<file path="config.mk">
export PLATFORM = sky130hd
export DESIGN_NAME = cigar_normalizing_builder
export DESIGN_NICKNAME = d
export VERILOG_FILES = /design/src/rtl/cnb_pkg.sv /design/src/rtl/cigar_normalizing_builder.sv /design/src/rtl/cnb_ram.sv
export VERILOG_INCLUDE_DIRS = /design/src /design/src/rtl
export SDC_FILE = /design/constraint.sdc
export NUM_CORES = 2
export LEC_CHECK = 0
export BUFFER_PORTS_ARGS = -buffer_cell sky130_fd_sc_hd__buf_2
export CAP_MARGIN = 10
export CORE_UTILIZATION = 43
export DETAILED_ROUTE_END_ITERATION = 6
export HOLD_SLACK_MARGIN = 0.12
export MAX_ROUTING_LAYER = met4
export SETUP_SLACK_MARGIN = 0.15
export SLEW_MARGIN = 25
export SYNTH_ARGS = -nofsm -noshare
export SYNTH_HDL_FRONTEND = slang
export SYNTH_SLANG_ARGS = --single-unit
</file>
<file path="constraint.sdc">
create_clock -name clk -period 6.25 [get_ports clk]
set_input_delay 0.625 -clock clk [delete_from_list [all_inputs] [get_ports clk]]
set_output_delay 0.625 -clock clk [all_outputs]
set_load 0.02 [all_outputs]
</file>
<file path="src/rtl/cigar_normalizing_builder_macros.svh">
// assertion macros for the cigar normalizing builder
`ifndef CIGAR_NORMALIZING_BUILDER_MACROS_SVH
`define CIGAR_NORMALIZING_BUILDER_MACROS_SVH

// same-cycle implication
`define CNB_ASSERT_IMPL(name, pre, post, msg) \
	name: assert property (@(posedge clk) disable iff (!arst_n) (pre) |-> (post)) \
		else $error(msg);

// next-cycle implication
`define CNB_ASSERT_NEXT(name, pre, post, msg) \
	name: assert property (@(posedge clk) disable iff (!arst_n) (pre) |=> (post)) \
		else $error(msg);

`endif

</file>
<file path="src/rtl/cnb_pkg.sv">
// types, codes and helper functions for the cigar normalizing builder
package cnb_pkg;

	localparam logic [3:0] OP_I    = 4'd1;
	localparam logic [3:0] OP_D    = 4'd2;
	localparam logic [3:0] OP_S    = 4'd4;
	localparam logic [3:0] OP_H    = 4'd5;
	localparam logic [3:0] OP_MAX  = 4'd8;
	localparam logic [3:0] OP_NONE = 4'd15;

	typedef struct packed {
		logic [27:0] len;
		logic [3:0]  op;
	} elem_t;

	typedef enum logic [2:0] {
		SEC_LEFT_HARD,
		SEC_LEFT_SOFT,
		SEC_MIDDLE,
		SEC_RIGHT_SOFT,
		SEC_RIGHT_HARD
	} sec_t;

	typedef enum logic {
		ST_RUN,
		ST_DRAIN
	} state_t;

	function automatic logic is_clip(logic [3:0] o);
		return (o == OP_S) || (o == OP_H);
	endfunction

	function automatic logic [27:0] sat28(logic [27:0] a, logic [27:0] b);
		logic [28:0] s;
		s = {1'b0, a} + {1'b0, b};
		return s[28] ? {28{1'b1}} : s[27:0];
	endfunction

	function automatic logic [31:0] sat32(logic [31:0] a, logic [31:0] b);
		logic [32:0] s;
		s = {1'b0, a} + {1'b0, b};
		return s[32] ? {32{1'b1}} : s[31:0];
	endfunction

	function automatic sec_t adv_sec(sec_t s, logic [3:0] o);
		sec_t r;
		r = s;
		if (o == OP_H) begin
			if (s == SEC_LEFT_SOFT || s == SEC_MIDDLE || s == SEC_RIGHT_SOFT) r = SEC_RIGHT_HARD;
		end else if (o == OP_S) begin
			if (s == SEC_LEFT_HARD) r = SEC_LEFT_SOFT;
			else if (s == SEC_MIDDLE) r = SEC_RIGHT_SOFT;
		end else if (s == SEC_LEFT_HARD || s == SEC_LEFT_SOFT) begin
			r = SEC_MIDDLE;
		end
		return r;
	endfunction

endpackage

</file>
<file path="src/rtl/cigar_normalizing_builder.sv">
// cigar normalizing builder: element stack with merge, deletion moves and drain
//
//  channel | signals                                   | direction
//  --------+-------------------------------------------+----------
//  input   | in_valid in_stall op length final_req     | in
//  output  | out_valid out_stall out_op out_length     | out
//          | out_last empty_res leading_removed        |
//          | trailing_removed trailing_removed_at_end  |
//
// one element is taken per cycle outside a drain; the top two stack entries sit
// in flops and older entries spill to a ram, one write per cycle.
// a final element starts a drain: the registered ram read comes first, then
// max(n,1) results, one per cycle unless stalled; input is stalled meanwhile.
// an output stall holds the result register and pauses the drain.
// reset returns to an empty stack; the ram needs no clearing.
`include "cigar_normalizing_builder_macros.svh"

module cigar_normalizing_builder #(
	parameter int STACK_DEPTH = 32
) (
	input  logic        clk,
	input  logic        arst_n,
	input  logic        in_valid,
	output logic        in_stall,
	input  logic [3:0]  op,
	input  logic [27:0] length,
	input  logic        final_req,
	output logic        out_valid,
	input  logic        out_stall,
	output logic [3:0]  out_op,
	output logic [27:0] out_length,
	output logic        out_last,
	output logic        empty_res,
	output logic [31:0] leading_removed,
	output logic [31:0] trailing_removed,
	output logic [27:0] trailing_removed_at_end
);

	import cnb_pkg::*;

	localparam int CW = $clog2(STACK_DEPTH + 1);
	localparam int AW = $clog2(STACK_DEPTH);

	state_t      state_q;
	logic [CW-1:0] cnt_q, idx_q;
	logic [3:0]  last_q;
	sec_t        sec_q;
	logic [31:0] lead_q, trail_q;
	elem_t       t1_q, t2_q;
	logic        rd_ok_q;

	elem_t       d_t1_q, d_t2_q;
	logic [CW-1:0] d_cnt_q, d_nout_q;
	logic [31:0] d_lead_q, d_trail_q;
	logic [27:0] d_end_q;

	logic        out_valid_q;

	logic [CW-1:0] n_cnt;
	logic [3:0]  n_last;
	sec_t        n_sec;
	elem_t       n_t1, n_t2;
	logic [31:0] n_lead, n_trail;
	logic        spill, push, dti, lead_drop, elem_ok, in_acc;

	logic        f_dti;
	logic [CW-1:0] f_nout;
	elem_t       f_t2;
	logic [27:0] f_end;

	logic [31:0] ram_rdata;
	elem_t       d_item;
	logic        d_is_last, ld;
	logic [CW-1:0] rd_idx, spill_idx;

	assign in_stall  = (state_q == ST_DRAIN);
	assign in_acc    = in_valid && !in_stall;
	assign elem_ok   = (length != '0) && (op <= OP_MAX);
	assign out_valid = out_valid_q;

	always_comb begin
		n_cnt   = cnt_q;
		n_last  = last_q;
		n_sec   = sec_q;
		n_t1    = t1_q;
		n_t2    = t2_q;
		n_lead  = lead_q;
		n_trail = trail_q;
		spill   = 1'b0;
		dti = (last_q == OP_I) && (cnt_q > CW'(1)) && (t2_q.op == OP_D);
		lead_drop = (op == OP_D) && ((last_q == OP_NONE) || is_clip(last_q) ||
			((last_q == OP_I) && ((cnt_q == CW'(1)) ||
			((cnt_q >= CW'(2)) && is_clip(t2_q.op)))));
		priority if (op == last_q) push = (cnt_q == '0);
		else if (last_q == OP_NONE) push = 1'b1;
		else if (is_clip(op)) push = !(((last_q == OP_D) && (cnt_q != '0)) || dti);
		else if ((op == OP_D) && (last_q == OP_I)) push = !dti;
		else push = 1'b1;

		if (elem_ok) begin
			if (lead_drop) begin
				n_lead = sat32(lead_q, {4'b0, length});
			end else if (!(push && (cnt_q >= CW'(STACK_DEPTH)))) begin
				n_sec = adv_sec(sec_q, op);
				priority if ((op == last_q) && (cnt_q != '0)) begin
					n_t1 = '{len: sat28(t1_q.len, length), op: op};
				end else if ((last_q != OP_NONE) && is_clip(op) && (last_q == OP_D) &&
						(cnt_q != '0)) begin
					n_trail = sat32(trail_q, {4'b0, t1_q.len});
					n_t1    = '{len: length, op: op};
					n_last  = op;
				end else if ((last_q != OP_NONE) && is_clip(op) && dti) begin
					n_trail = sat32(trail_q, {4'b0, t2_q.len});
					n_t2    = t1_q;
					n_t1    = '{len: length, op: op};
					n_last  = op;
				end else if ((op == OP_D) && (last_q == OP_I) && (cnt_q != '0) && !push) begin
					n_t2 = '{len: sat28(t2_q.len, length), op: OP_D};
				end else if ((op == OP_D) && (last_q == OP_I) && (cnt_q != '0)) begin
					n_t2  = '{len: length, op: OP_D};
					n_cnt = cnt_q + CW'(1);
					spill = (cnt_q >= CW'(2));
				end else begin
					n_t2   = t1_q;
					n_t1   = '{len: length, op: op};
					n_cnt  = cnt_q + CW'(1);
					n_last = op;
					spill  = (cnt_q >= CW'(2));
				end
			end
		end
	end

	always_comb begin
		f_dti  = (n_last == OP_I) && (n_cnt > CW'(1)) && (n_t2.op == OP_D);
		f_nout = n_cnt;
		f_t2   = n_t2;
		f_end  = '0;
		priority if ((n_last == OP_D) && (n_cnt != '0)) begin
			f_end  = n_t1.len;
			f_nout = n_cnt - CW'(1);
		end else if (f_dti) begin
			f_end  = n_t2.len;
			f_nout = n_cnt - CW'(1);
			f_t2   = n_t1;
		end else begin
			f_end = '0;
		end
	end

	always_comb begin
		d_item = elem_t'(ram_rdata);
		if (idx_q == d_cnt_q - CW'(2)) d_item = d_t2_q;
		else if (idx_q == d_cnt_q - CW'(1)) d_item = d_t1_q;
		d_is_last = (d_nout_q == '0) || (idx_q == d_nout_q - CW'(1));
		ld        = (state_q == ST_DRAIN) && rd_ok_q && (!out_valid_q || !out_stall);
		rd_idx    = ld ? idx_q + CW'(1) : idx_q;
		spill_idx = cnt_q - CW'(2);
	end

	cnb_ram #(
		.WIDTH ($bits(elem_t)),
		.DEPTH (STACK_DEPTH)
	) u_ram (
		.clk   (clk),
		.we    (in_acc && spill),
		.waddr (spill_idx[AW-1:0]),
		.wdata (t2_q),
		.raddr (rd_idx[AW-1:0]),
		.rdata (ram_rdata)
	);

	always_ff @(posedge clk or negedge arst_n) begin
		if (!arst_n) begin
			state_q     <= ST_RUN;
			cnt_q       <= '0;
			last_q      <= OP_NONE;
			sec_q       <= SEC_LEFT_HARD;
			lead_q      <= '0;
			trail_q     <= '0;
			idx_q       <= '0;
			rd_ok_q     <= 1'b0;
			out_valid_q <= 1'b0;
		end else begin
			if (in_acc) begin
				if (final_req) begin
					state_q <= ST_DRAIN;
					cnt_q   <= '0;
					last_q  <= OP_NONE;
					sec_q   <= SEC_LEFT_HARD;
					lead_q  <= '0;
					trail_q <= '0;
				end else begin
					cnt_q   <= n_cnt;
					last_q  <= n_last;
					sec_q   <= n_sec;
					lead_q  <= n_lead;
					trail_q <= n_trail;
				end
			end
			rd_ok_q <= (state_q == ST_DRAIN) && !(ld && d_is_last);
			if (ld) begin
				if (d_is_last) begin
					state_q <= ST_RUN;
					idx_q   <= '0;
				end else begin
					idx_q <= idx_q + CW'(1);
				end
			end
			if (ld) out_valid_q <= 1'b1;
			else if (!out_stall) out_valid_q <= 1'b0;
		end
	end

	always_ff @(posedge clk) begin
		if (in_acc) begin
			t1_q <= n_t1;
			t2_q <= n_t2;
			if (final_req) begin
				d_t1_q    <= n_t1;
				d_t2_q    <= f_t2;
				d_cnt_q   <= n_cnt;
				d_nout_q  <= f_nout;
				d_lead_q  <= n_lead;
				d_trail_q <= n_trail;
				d_end_q   <= f_end;
			end
		end
		if (ld) begin
			out_op                  <= (d_nout_q == '0) ? 4'd0 : d_item.op;
			out_length              <= (d_nout_q == '0) ? 28'd0 : d_item.len;
			out_last                <= d_is_last;
			empty_res               <= (d_nout_q == '0);
			leading_removed         <= d_lead_q;
			trailing_removed        <= d_trail_q;
			trailing_removed_at_end <= d_end_q;
		end
	end

	`CNB_ASSERT_NEXT(a_final_starts_drain, in_acc && final_req, in_stall, "no drain after final")
	`CNB_ASSERT_IMPL(a_cnt_bound, 1'b1, cnt_q <= CW'(STACK_DEPTH), "stack count overflow")
	`CNB_ASSERT_IMPL(a_idx_bound, state_q == ST_DRAIN, idx_q <= d_nout_q, "drain index past end")
	`CNB_ASSERT_IMPL(a_empty_alone, out_valid && empty_res,
		out_last && (out_length == '0) && (out_op == '0), "empty result malformed")

endmodule

</file>
<file path="src/rtl/cnb_ram.sv">
// generic single-write, single-read ram with registered read data
module cnb_ram #(
	parameter int WIDTH = 32,
	parameter int DEPTH = 32
) (
	input  logic                     clk,
	input  logic                     we,
	input  logic [$clog2(DEPTH)-1:0] waddr,
	input  logic [WIDTH-1:0]         wdata,
	input  logic [$clog2(DEPTH)-1:0] raddr,
	output logic [WIDTH-1:0]         rdata
);

	logic [WIDTH-1:0] mem_q [DEPTH];

	always_ff @(posedge clk) begin
		if (we) mem_q[waddr] <= wdata;
		rdata <= mem_q[raddr];
	end

endmodule

</file>
==> metrics.yaml <==
cts:
  cts_tree: "done"
  cts_buffers: 153
  post-cts-setup-buffer-count: 0
  clkLatencyLatePin_ns: 0.80
  clk_path_buf_depth: 3
  clk_pin_slew_ns: 0.06
  htree_levels: 4
  cts.sinks: 1497
  cts_root_buf: "clkbuf_16"
finish:
  drive_gt1_share_pct: 21.7
  area_growth_pct: 14.1
  layout.cells.non_filler: 6474
  final_util_pct: 49.5
  final_nets: 4516
  fillers: 12600
sta:
  setup_viol: 0
  slew_headroom_pct: 17.0
  clock.fmax_mhz: 195
  finalSetupTns_ns: 0
  slew_violations: 0
  min_period_ns: 5.12
  worst_pin_slew_ns: 1.25
  finClkSkew_ns: 0.0415
  grt_setup_unrepaired: "false"
  setup_slack_ns: 1.13
  fin_crit_sh_pct: 82.0
  finalHoldViolations: 0
  whs_ns: 0.198
place:
  dp_slack_ns: 1.21
  gp_congestion: 0.965
  io_buffers: 164
  dp_cells: 6190
  hpwlAfterDp_mm: 116
yosys:
  synth_cell_types: 92
  ys_async_sr_fraction_pct: 5.54
  ys_ff_latch: 1497
  synth_compound_area_share_pct: 8.43
  synth_mux_area_share_pct: 13.0
  yosys.area_share.xor_xnor_pct: 1.92
  synth_edf_count: 1382
  synth_top_family_by_area: "multiplexers"
  yosys_most_used_dff: "edfxtp_1"
  synth.yosys.seq_area_share_pct: 66.9
  syn_area_per_cell_sq_um: 16.3
  syn_inst: 4062
  synth-simple-area-share_pct: 4.94
  yosys.area_share.adder_pct: 3.11
  syn-num-nets: 4260
  syn_area_sq_mm: 0.0661
  ys_warn_count: 0
global_route:
  grt_start_max_net_pins: 131
  overflow: 0
  grtUsageTotal_pct: 23.1
  antenna_found_initial: 10
  first_global_vias: 37600
  grt_pass1_wl_mm: 258
detailed_routing:
  vias: 38200
  drt_iter0_markers: 3508
  drtAntennaViolNets: 0
  drcViolationCount: 0
  via_per_inst: 5.91
  wl_per_cell_microns: 27.1
  routed_wl_mm: 175
  firstDrtPassIters: 5
floorplanning:
  ios: 165
  die_x_microns: 394
  core_area_sq_mm: 0.152
  start_util_pct: 43.4
  dieArea_sq_mm: 0.155
  die-height_microns: 394
  rows: 143
critical_path:
  start_kind: "flop"
  reg2reg_from: "cnt_q[3]"
  timing.critical_path.from: "cnt_q[3]"
  cp.required_ns: 6.78
  rrSetupSlack_ns: 1.13
  critical_path_class: "reg2reg"
  cp-end-kind: "flop"
  crit_path_max_fanout: 12
  cp_data_arrival_time_ns: 5.65
power_and_ir_drop:
  power_frac_seq_pct: 38.1
  switching_share_pct: 31.7
  p_per_area_mw_per_mm2: 425
  clockPowerShare_pct: 28.2
  power.internal_uw: 21900
  switching_power_uw: 10100
  power_leakage_uw: 0.0258
  vdd_drop_max_uv: 409
  power_frac_comb_pct: 33.7
outcome:
  status: "complete, no violations"
worst_hold_path:
  hp-class: "in2reg"
  min-delay-start: "op[0]"
run:
  maxCapViolCount: 0
==> registers in the layout, indices dropped and copies added (netlist names), 32 cells and up <==
| name | count |
|---|---|
| d_t2_q | 32 |
| t1_q | 32 |
| t2_q | 32 |
| trailing_removed | 32 |
| leading_removed | 32 |
| u_ram.rdata | 32 |
| d_trail_q | 32 |
| d_t1_q | 32 |
| u_ram.mem_q | 1024 |
| trail_q | 32 |
| d_lead_q | 32 |
| lead_q | 32 |
==> synth_stat cells (all sizes together) (48+ instances only) <==
cell type | count | area, sq um
edfxtp | 1382 | 41500
mux4 | 320 | 7210
nor2 | 237 | 892
nand2 | 180 | 676
a21oi | 177 | 886
ha | 156 | 1950
o21ai | 156 | 781
clkbuf | 146 | 548
inv | 111 | 417
xnor2 | 80 | 701
dfrtp | 79 | 1980
a21o | 66 | 495
mux2 | 65 | 732
xor2 | 65 | 569
a211oi | 64 | 490
mux2i | 62 | 621
a22o | 49 | 429
nand3 | 49 | 245
nor3 | 48 | 245
==> stage by stage <==
stage / power, uW / instance area [sq um]
after floorplan: 19800 / 66100
after global placement: 23400 / 70400
after detailed placement: 23400 / 70400
after CTS: 32500 / 75400
after global routing: 33300 / 75400
final: 32000 / 75400
==> cells in the final DEF (no fill, tap or decap), drive strengths merged, types with 65 or more instances in the layout <==
cell,instances
a21oi,177
a21o,66
inv,119
edfxtp,1382
ha,156
xor2,65
clkbuf,203
mux4,320
nand2,180
o21ai,156
dfrtp,79
nor2,237
xnor2,80
mux2,65
buf,282
==> routing by layer <==
metal	track usage (%)	vias to the layer above	wire length (microns)
met5	-	-	0
met4	6.00	0	3790
met3	3.90	215	10700
met2	35.5	1267	84000
met1	32.1	19900	77000
li1	-	16900	-
==> final timing paths <==
kind	end	cells after the start
worst max-delay path	d_nout_q[1]	14
worst min register to register	trailing_removed[28]	0
max in group asynchronous	lead_q[7]	3
worst max register to register	d_nout_q[1]	14
min in group asynchronous	trail_q[28]	2
worst min-delay path	last_q[0]	2
==> power groups by stage <==
stage | registers, uW | clock network (uW) | logic, uW
finish | 12200 | 9020 | 10800
global route | 12300 | 9550 | 11500
CTS | 12200 | 9200 | 11100
detailed placement | 12400 | 0 | 11000
global placement | 12400 | 0 | 11000
floorplan | 12700 | 0 | 7120
==> layout make-up <==
| class | count | area (sq um) | share of cell area [%] |
|---|---|---|---|
| inverters | 112 | 432 | 0.573 |
| diodes | 4 | 10.0 | 0.0133 |
| flip-flops and latches | 1497 | 44200 | 58.7 |
| multi-input cells | 2269 | 21100 | 28.0 |
| repair buffers | 285 | 2100 | 2.79 |
| clock inverters | 74 | 731 | 0.969 |
| clock buffers | 203 | 4210 | 5.59 |
| well taps | 2030 | 2540 | 3.37 |
==> kinds of logic (layout without fill, tap and decap cells) <==
| group | count (synthesis) | after routing |
|---|---|---|
| other cells | 0 | 4 |
| fa+ha+maj | 161 | 161 |
| xor+xnor | 145 | 145 |
| mux | 447 | 447 |
| flops | 1497 | 1497 |
| simple gates | 689 | 689 |
| compound gates | 827 | 827 |
| buf+inv | 296 | 674 |
==> worst max-delay path: stages, from the launching register on <==
cell,delay (ns)
dfrtp_1,0.55
nor4_4,0.52
a211o_1,0.57
o21ai_1,0.14
buf_4,0.22
a211o_1,0.30
or3_1,0.51
xnor2_1,0.46
inv_1,0.12
ha_1,0.22
nor2_1,0.10
nor3_1,0.07
or4_1,0.58
nand2_1,0.17
mux2_1,0.33
==> repair_timing <==
item / 4_1_cts / 5_1_grt
hold buffers: 3 / 0
hold endpoints to repair: 26 / 0
resized for setup: 0 / 0
(Power assumes the default switching activity.)
